[config.mk]
export PLATFORM = sky130hd
export DESIGN_NAME = cts_gain
export DESIGN_NICKNAME = d
export VERILOG_FILES = /design/src/rtl/cts_pkg.sv /design/src/rtl/cts_gain.sv
export SDC_FILE = /design/constraint.sdc
export NUM_CORES = 2
export LEC_CHECK = 0
export ABC_AREA = 1
export BUFFER_PORTS_ARGS = -buffer_cell sky130_fd_sc_hd__buf_4
export CORE_ASPECT_RATIO = 2
export CORE_UTILIZATION = 40
export CTS_CLUSTER_SIZE = 20
export DETAILED_ROUTE_END_ITERATION = 8
export GPL_TIMING_DRIVEN = 0
export PLACE_DENSITY = 0.64
export SKIP_LAST_GASP = 1
export SLEW_MARGIN = 0
export SYNTH_ARGS = -nofsm -noshare
export SYNTH_HDL_FRONTEND = slang
export SYNTH_SLANG_ARGS = --single-unit
[constraint.sdc]
create_clock -name clk_i -period 8.65 [get_ports clk_i]
set_input_delay 0.865 -clock clk_i [delete_from_list [all_inputs] [get_ports clk_i]]
set_output_delay 0.865 -clock clk_i [all_outputs]
set_load 0.03 [all_outputs]
[src/rtl/cts_pkg.sv]
// Shared widths, datapath types and elaboration-time CORDIC constants.
`default_nettype none
package cts_pkg;

  localparam int unsigned IN_W      = 24;  // coordinate width
  localparam int unsigned FRAC      = 24;  // fraction bits inside the passes
  localparam int unsigned CW        = 51;  // signed CORDIC x/y width
  localparam int unsigned MW        = CW - 1;  // unsigned magnitude width
  localparam int unsigned AW        = 43;  // signed angle width, 2^-32 degree
  localparam int unsigned RW        = AW - FRAC;  // rounded angle width
  localparam int unsigned GW        = 30;  // inverse gain, unsigned Q30
  localparam int unsigned MAX_STEPS = 32;
  localparam int          ANG_LIMIT = 46080;

  // 180 degrees in units of 2^-32 degree
  localparam logic signed [AW-1:0] HALF_TURN = 43'sd773094113280;

  typedef struct packed {
    logic signed [CW-1:0] u;
    logic signed [CW-1:0] v;
    logic signed [AW-1:0] ang;
  } cts_rot_t;

  typedef struct packed {
    logic origin;
    logic y_zero;
    logic x_neg;
    logic xy_zero;
  } cts_flags_t;

  // sideband through the first pass
  typedef struct packed {
    logic signed [IN_W-1:0] pos_z;
    cts_flags_t             flags;
  } cts_sb1_t;

  // sideband through the second pass
  typedef struct packed {
    logic signed [AW-1:0] phi;
    logic [IN_W-1:0]      abs_z;
    logic                 z_pos;
    cts_flags_t           flags;
  } cts_sb2_t;

  // unsigned quotient by restoring long division, one bit per pass
  function automatic logic [63:0] cts_udiv(input logic [63:0] num, input logic [63:0] den);
    logic [63:0] q;
    logic [64:0] r;
    int unsigned b;
    q = 64'd0;
    r = 65'd0;
    for (b = 64; b > 0; b--) begin
      r = {r[63:0], num[b-1]};
      if (r >= {1'b0, den}) begin
        r        = r - {1'b0, den};
        q[b-1]   = 1'b1;
      end
    end
    return q;
  endfunction

  // arctan(1/n) in Q60 radians; n = 2^lg for lg > 0, else 239 or 5
  function automatic logic [63:0] cts_atan_inv(input int unsigned lg, input bit big);
    logic [63:0] p;
    logic [63:0] sum;
    logic [63:0] t;
    int unsigned k;
    bit sub;
    bit done;
    if (lg != 0) p = 64'd1 << (60 - lg);
    else if (big) p = (64'd1 << 60) / 64'd239;
    else p = (64'd1 << 60) / 64'd5;
    sum  = p;
    sub  = 1'b1;
    done = 1'b0;
    for (k = 1; k < 64; k++) begin
      if (!done) begin
        if (lg != 0) p = p >> (2 * lg);
        else if (big) p = p / 64'd57121;
        else p = p / 64'd25;
        if (p == 64'd0) begin
          done = 1'b1;
        end else begin
          t   = cts_udiv(p, 64'(2 * k + 1));
          sum = sub ? sum - t : sum + t;
          sub = !sub;
        end
      end
    end
    return sum;
  endfunction

  function automatic logic [63:0] cts_quarter_pi();
    return 64'd4 * cts_atan_inv(0, 1'b0) - cts_atan_inv(0, 1'b1);
  endfunction

  // (180/pi) * 2^24 by restoring long division
  function automatic logic [63:0] cts_deg_scale();
    logic [63:0] rem;
    logic [63:0] ds;
    logic [63:0] qp;
    int unsigned b;
    qp  = cts_quarter_pi();
    rem = 64'd45 << 54;
    ds  = 64'd0;
    for (b = 0; b < 30; b++) begin
      rem = rem << 1;
      ds  = ds << 1;
      if (rem >= qp) begin
        rem = rem - qp;
        ds  = ds | 64'd1;
      end
    end
    return ds;
  endfunction

  // arctan(2^-i) in units of 2^-32 degree
  function automatic logic [63:0] cts_atan(input int unsigned i);
    logic [63:0] rad;
    logic [63:0] ds;
    rad = (i == 0) ? cts_quarter_pi() : cts_atan_inv(i, 1'b0);
    ds  = cts_deg_scale();
    return (((rad >> 32) * ds) >> 20) + (((rad & 64'hFFFF_FFFF) * ds) >> 52);
  endfunction

  function automatic logic [63:0] cts_isqrt(input logic [63:0] val);
    logic [63:0] v;
    logic [63:0] res;
    logic [63:0] b;
    int unsigned j;
    v   = val;
    res = 64'd0;
    b   = 64'd1 << 62;
    for (j = 0; j < 32; j++) begin
      if (b > v) b = b >> 2;
    end
    for (j = 0; j < 32; j++) begin
      if (b != 64'd0) begin
        if (v >= res + b) begin
          v   = v - (res + b);
          res = (res >> 1) + b;
        end else begin
          res = res >> 1;
        end
        b = b >> 2;
      end
    end
    return res;
  endfunction

  // inverse CORDIC gain for a given number of iterations, Q30
  function automatic logic [63:0] cts_inv_gain(input int unsigned steps);
    logic [63:0] gain2;
    int unsigned i;
    gain2 = 64'd1 << 60;
    for (i = 0; i < MAX_STEPS; i++) begin
      if (i < steps) gain2 = gain2 + (gain2 >> (2 * i));
    end
    return cts_udiv(64'd1 << 60, cts_isqrt(gain2));
  endfunction

endpackage
`default_nettype wire

[src/rtl/cts_gain.sv]
// Two-stage multiply by the inverse CORDIC gain, result truncated.
`default_nettype none
module cts_gain import cts_pkg::*; #(
  parameter int unsigned STEPS = 24,
  parameter int unsigned SB_W  = 1
) (
  input  logic            clk_i,
  input  logic            rst_ni,
  input  logic            en_i,
  input  logic            valid_i,
  input  logic [MW-1:0]   mag_i,
  input  logic [SB_W-1:0] sb_i,
  output logic            valid_o,
  output logic [MW-1:0]   mag_o,
  output logic [SB_W-1:0] sb_o
);

  localparam logic [GW-1:0] GAIN = GW'(cts_inv_gain(STEPS));
  localparam int unsigned LO_W = MW / 2;
  localparam int unsigned HI_W = MW - LO_W;

  logic                   va_q;
  logic [LO_W+GW-1:0]     lo_q;
  logic [HI_W-1:0]        hi_q;
  logic [SB_W-1:0]        sba_q;
  logic                   vb_q;
  logic [MW-1:0]          mag_q;
  logic [SB_W-1:0]        sbb_q;
  logic [LO_W+GW-1:0]     lo_prod;
  logic [HI_W+GW-1:0]     hi_prod;
  logic [MW+GW-1:0]       full;

  // low half first, high half and the sum one stage later
  assign lo_prod = mag_i[LO_W-1:0] * GAIN;
  assign hi_prod = hi_q * GAIN;
  assign full    = {hi_prod, LO_W'(0)} + (MW + GW)'(lo_q);

  always_ff @(posedge clk_i or negedge rst_ni) begin
    if (!rst_ni) begin
      va_q <= 1'b0;
      vb_q <= 1'b0;
    end else if (en_i) begin
      va_q <= valid_i;
      vb_q <= va_q;
    end
  end

  always_ff @(posedge clk_i) begin
    if (en_i) begin
      lo_q  <= lo_prod;
      hi_q  <= mag_i[MW-1:LO_W];
      sba_q <= sb_i;
      mag_q <= full[MW+GW-1:GW];
      sbb_q <= sba_q;
    end
  end

  assign valid_o = vb_q;
  assign mag_o   = mag_q;
  assign sb_o    = sbb_q;

endmodule
`default_nettype wire

==> impl_metrics.tcl <==
set metrics [dict create \
    status "finished, final reports clean" \
    worst_path_max_delay_cell "fa_1" \
    synth_cell_types 36 \
    first_pass_iters 7 \
    syn_inst 3923 \
    clock_sinks 108 \
    holdBufCountCts 0 \
    pre_cts_slack_ns -0.09424 \
    grt_max_degree 95 \
    worstPathMaxFanout 5 \
    timing.rr.start "hi_q[14]" \
    start_kind "flop" \
    synth_flop_cell "edfxtp_1" \
    grt_first_pass_wirelength_um 175000 \
    dieWidth_um 207.5 \
    synth-edff-count 106 \
    maxSlewViolCount 0 \
    utilization_pct 44.07 \
    cts_htree_levels 3 \
    ys_warn_count 0 \
    design.die.area_um2 85720 \
    startpoint "hi_q[14]" \
    cts_root_buf "clkbuf_16" \
    areaGrowthSynthToFinish_pct 8.931 \
    clock_latency_ns 0.44 \
    grt_overflow 0 \
    io_buffers 106 \
    cts_buffer_depth 2 \
    finalWorstSetupSlack_ns 0.4066 \
    io_pins 107 \
    criticalPathCategory "reg2reg" \
    cap_violations 0 \
    drc_errors 0 \
    cts_tree "done" \
    whs_ns 0.2000 \
    vias 25710 \
    fillerInstances 8369 \
    core_um2 83520 \
    chipHeight_um 413.1 \
    async_reset_ff_share_pct 1.852 \
    end_kind "flop" \
    final_common_cell "inv_1" \
    yosysSeqAreaShare_pct 9.568 \
    worstMarginPinSlew_ns 0.8504 \
    arrival_ns 8.43 \
    routed_via_density 4.975 \
    r2r_slack_ns 0.41 \
    std_cell_rows 150 \
    syn_area_um2 33790 \
    start_util_pct 40.46 \
    synthesis.nets 5122 \
    drt_iter0_drc 1137 \
    final_cell_mix "inv_1, fa_1, nand2_1, ha_1, nor2_1" \
    grt_pass1_vias 28850 \
    nNetsFinal 5296 \
    postRouteAntennaNets 0 \
    setup_viol 0 \
    cpMostUsedCell "inv_1" \
    finalHoldViolCount 0 \
    drive_gt1_share_pct 7.728 \
    fmax_mhz 121.3 \
    grt_usage_pct 29.03 \
    wl_per_cell_um 23.12 \
    place.gp.congestion 1.054 \
    relSlewSlack_pct 43.31 \
    critPathMaxStageDelay_ns 0.59 \
    fin_crit_sh_pct 95.30 \
    ys_ff_latch 108 \
    cts_buffers 9 \
    crit_required_ns 8.84 \
    period_needed_ns 8.243 \
    hpwl_um 108800 \
    wl_um 119400 \
    antenna_found_initial 2 \
    clk_pin_slew_worst_paths_ns 0.09 \
    synth.avg_cell_area_um2 8.614 \
    hold_class "in2async" \
    finClkSkew_ns 0.02208 \
]
[metrics by stage]
step	setup TNS, ns	instances	area [um^2]
6_report	0	5167	36810
5_1_grt	-0.007506	5167	36810
4_1_cts	0	5118	36300
3_5_place_dp	-0.1537	5094	35950
3_3_place_gp	-0.3484	5093	35920
2_1_floorplan	0	3923	33790
[worst max-delay path: cells and delay by family (launching register included)]
kind | cells | cell delay, ns
buffers and inverters | 12 | 0.95
AO/OA/AOI/OAI | 1 | 0.09
AND/OR/NAND/NOR | 13 | 1.65
XOR/XNOR | 2 | 0.31
adder cells (fa/ha/maj) | 9 | 4.39
flip-flops | 1 | 0.57
[sequential cells by signal, summed over array words and instances, names as in the netlist]
| name | flops |
|---|---|
| hi_q | 25 |
| lo_q | 29 |
| mag_o | 50 |
| sb_o | 1 |
| sba_q | 1 |
| va_q | 1 |
| valid_o | 1 |
[worst paths after layout]
check / depth (start not counted) / endpoint
worst max-delay path: 37 / mag_o[36]
worst min-delay path: 1 / va_q
worst max register to register: 37 / mag_o[36]
worst min register to register: 0 / sb_o
max in group asynchronous: 1 / valid_o
min in group clk_i: 0 / sb_o
[repair_timing]
item	in CTS	in global routing
pin swaps	0	4
buffers inserted	8	48
gates resized for setup	3	37
endpoints found under the setup margin	8	22
cloned	0	0
[area by class of cell]
class	count	area, um^2	area share, %
antenna	1	2.502	0.006798
clock buffer	10	229.0	0.6220
clock inverter	6	45.04	0.1224
inverter	1241	4658	12.65
multi-input combinational	2574	26060	70.81
sequential	108	3233	8.783
tap	1064	1331	3.617
timing repair buffer	163	1247	3.389
[synthesized netlist by cell type (all sizes together), types with 2 or more instances]
cell type / count / area share (%)
o211ai: 4 / 0.089
o21ai: 62 / 0.92
nor4: 2 / 0.037
nand4: 38 / 0.70
a21oi: 151 / 2.2
xor2: 68 / 1.8
xnor2: 32 / 0.83
edfxtp: 106 / 9.4
nand3: 83 / 1.3
nand2: 655 / 7.5
a21o: 13 / 0.29
ha: 518 / 19
a211oi: 2 / 0.044
nor3: 25 / 0.49
or2: 7 / 0.13
a31oi: 15 / 0.28
nor2: 241 / 3.0
inv: 1241 / 14
o21bai: 8 / 0.18
dfrtp: 2 / 0.15
a21boi: 8 / 0.18
o221ai: 2 / 0.052
o21a: 8 / 0.18
fa: 626 / 37
[metal layers]
metal  GRT usage [%]  up-vias  wire length [um]
met3           2.826      496              3106
met5               0        -                 0
met4           34.93        0             17120
li1                -    12070                 -
met2           58.06      786             67010
met1           21.69    12360             32200
[logic make-up (layout without fill, tap and decap cells)]
family                     Yosys count  in the layout  share of synthesized area, %
buffers and inverters             1241           1420                         13.78
adders and majority gates         1144           1144                         56.26
and+or+nand+nor                   1054           1054                         13.27
AOI/OAI and AO/OA                  276            276                         4.525
DFF                                108            108                         9.568
xor gates and xnor gates           100            100                         2.592
other                                0              1                             0
Power is left out: the tool's default activity adds up to more than one toggle a clock period on the data nets, which glitch-free logic cannot reach.
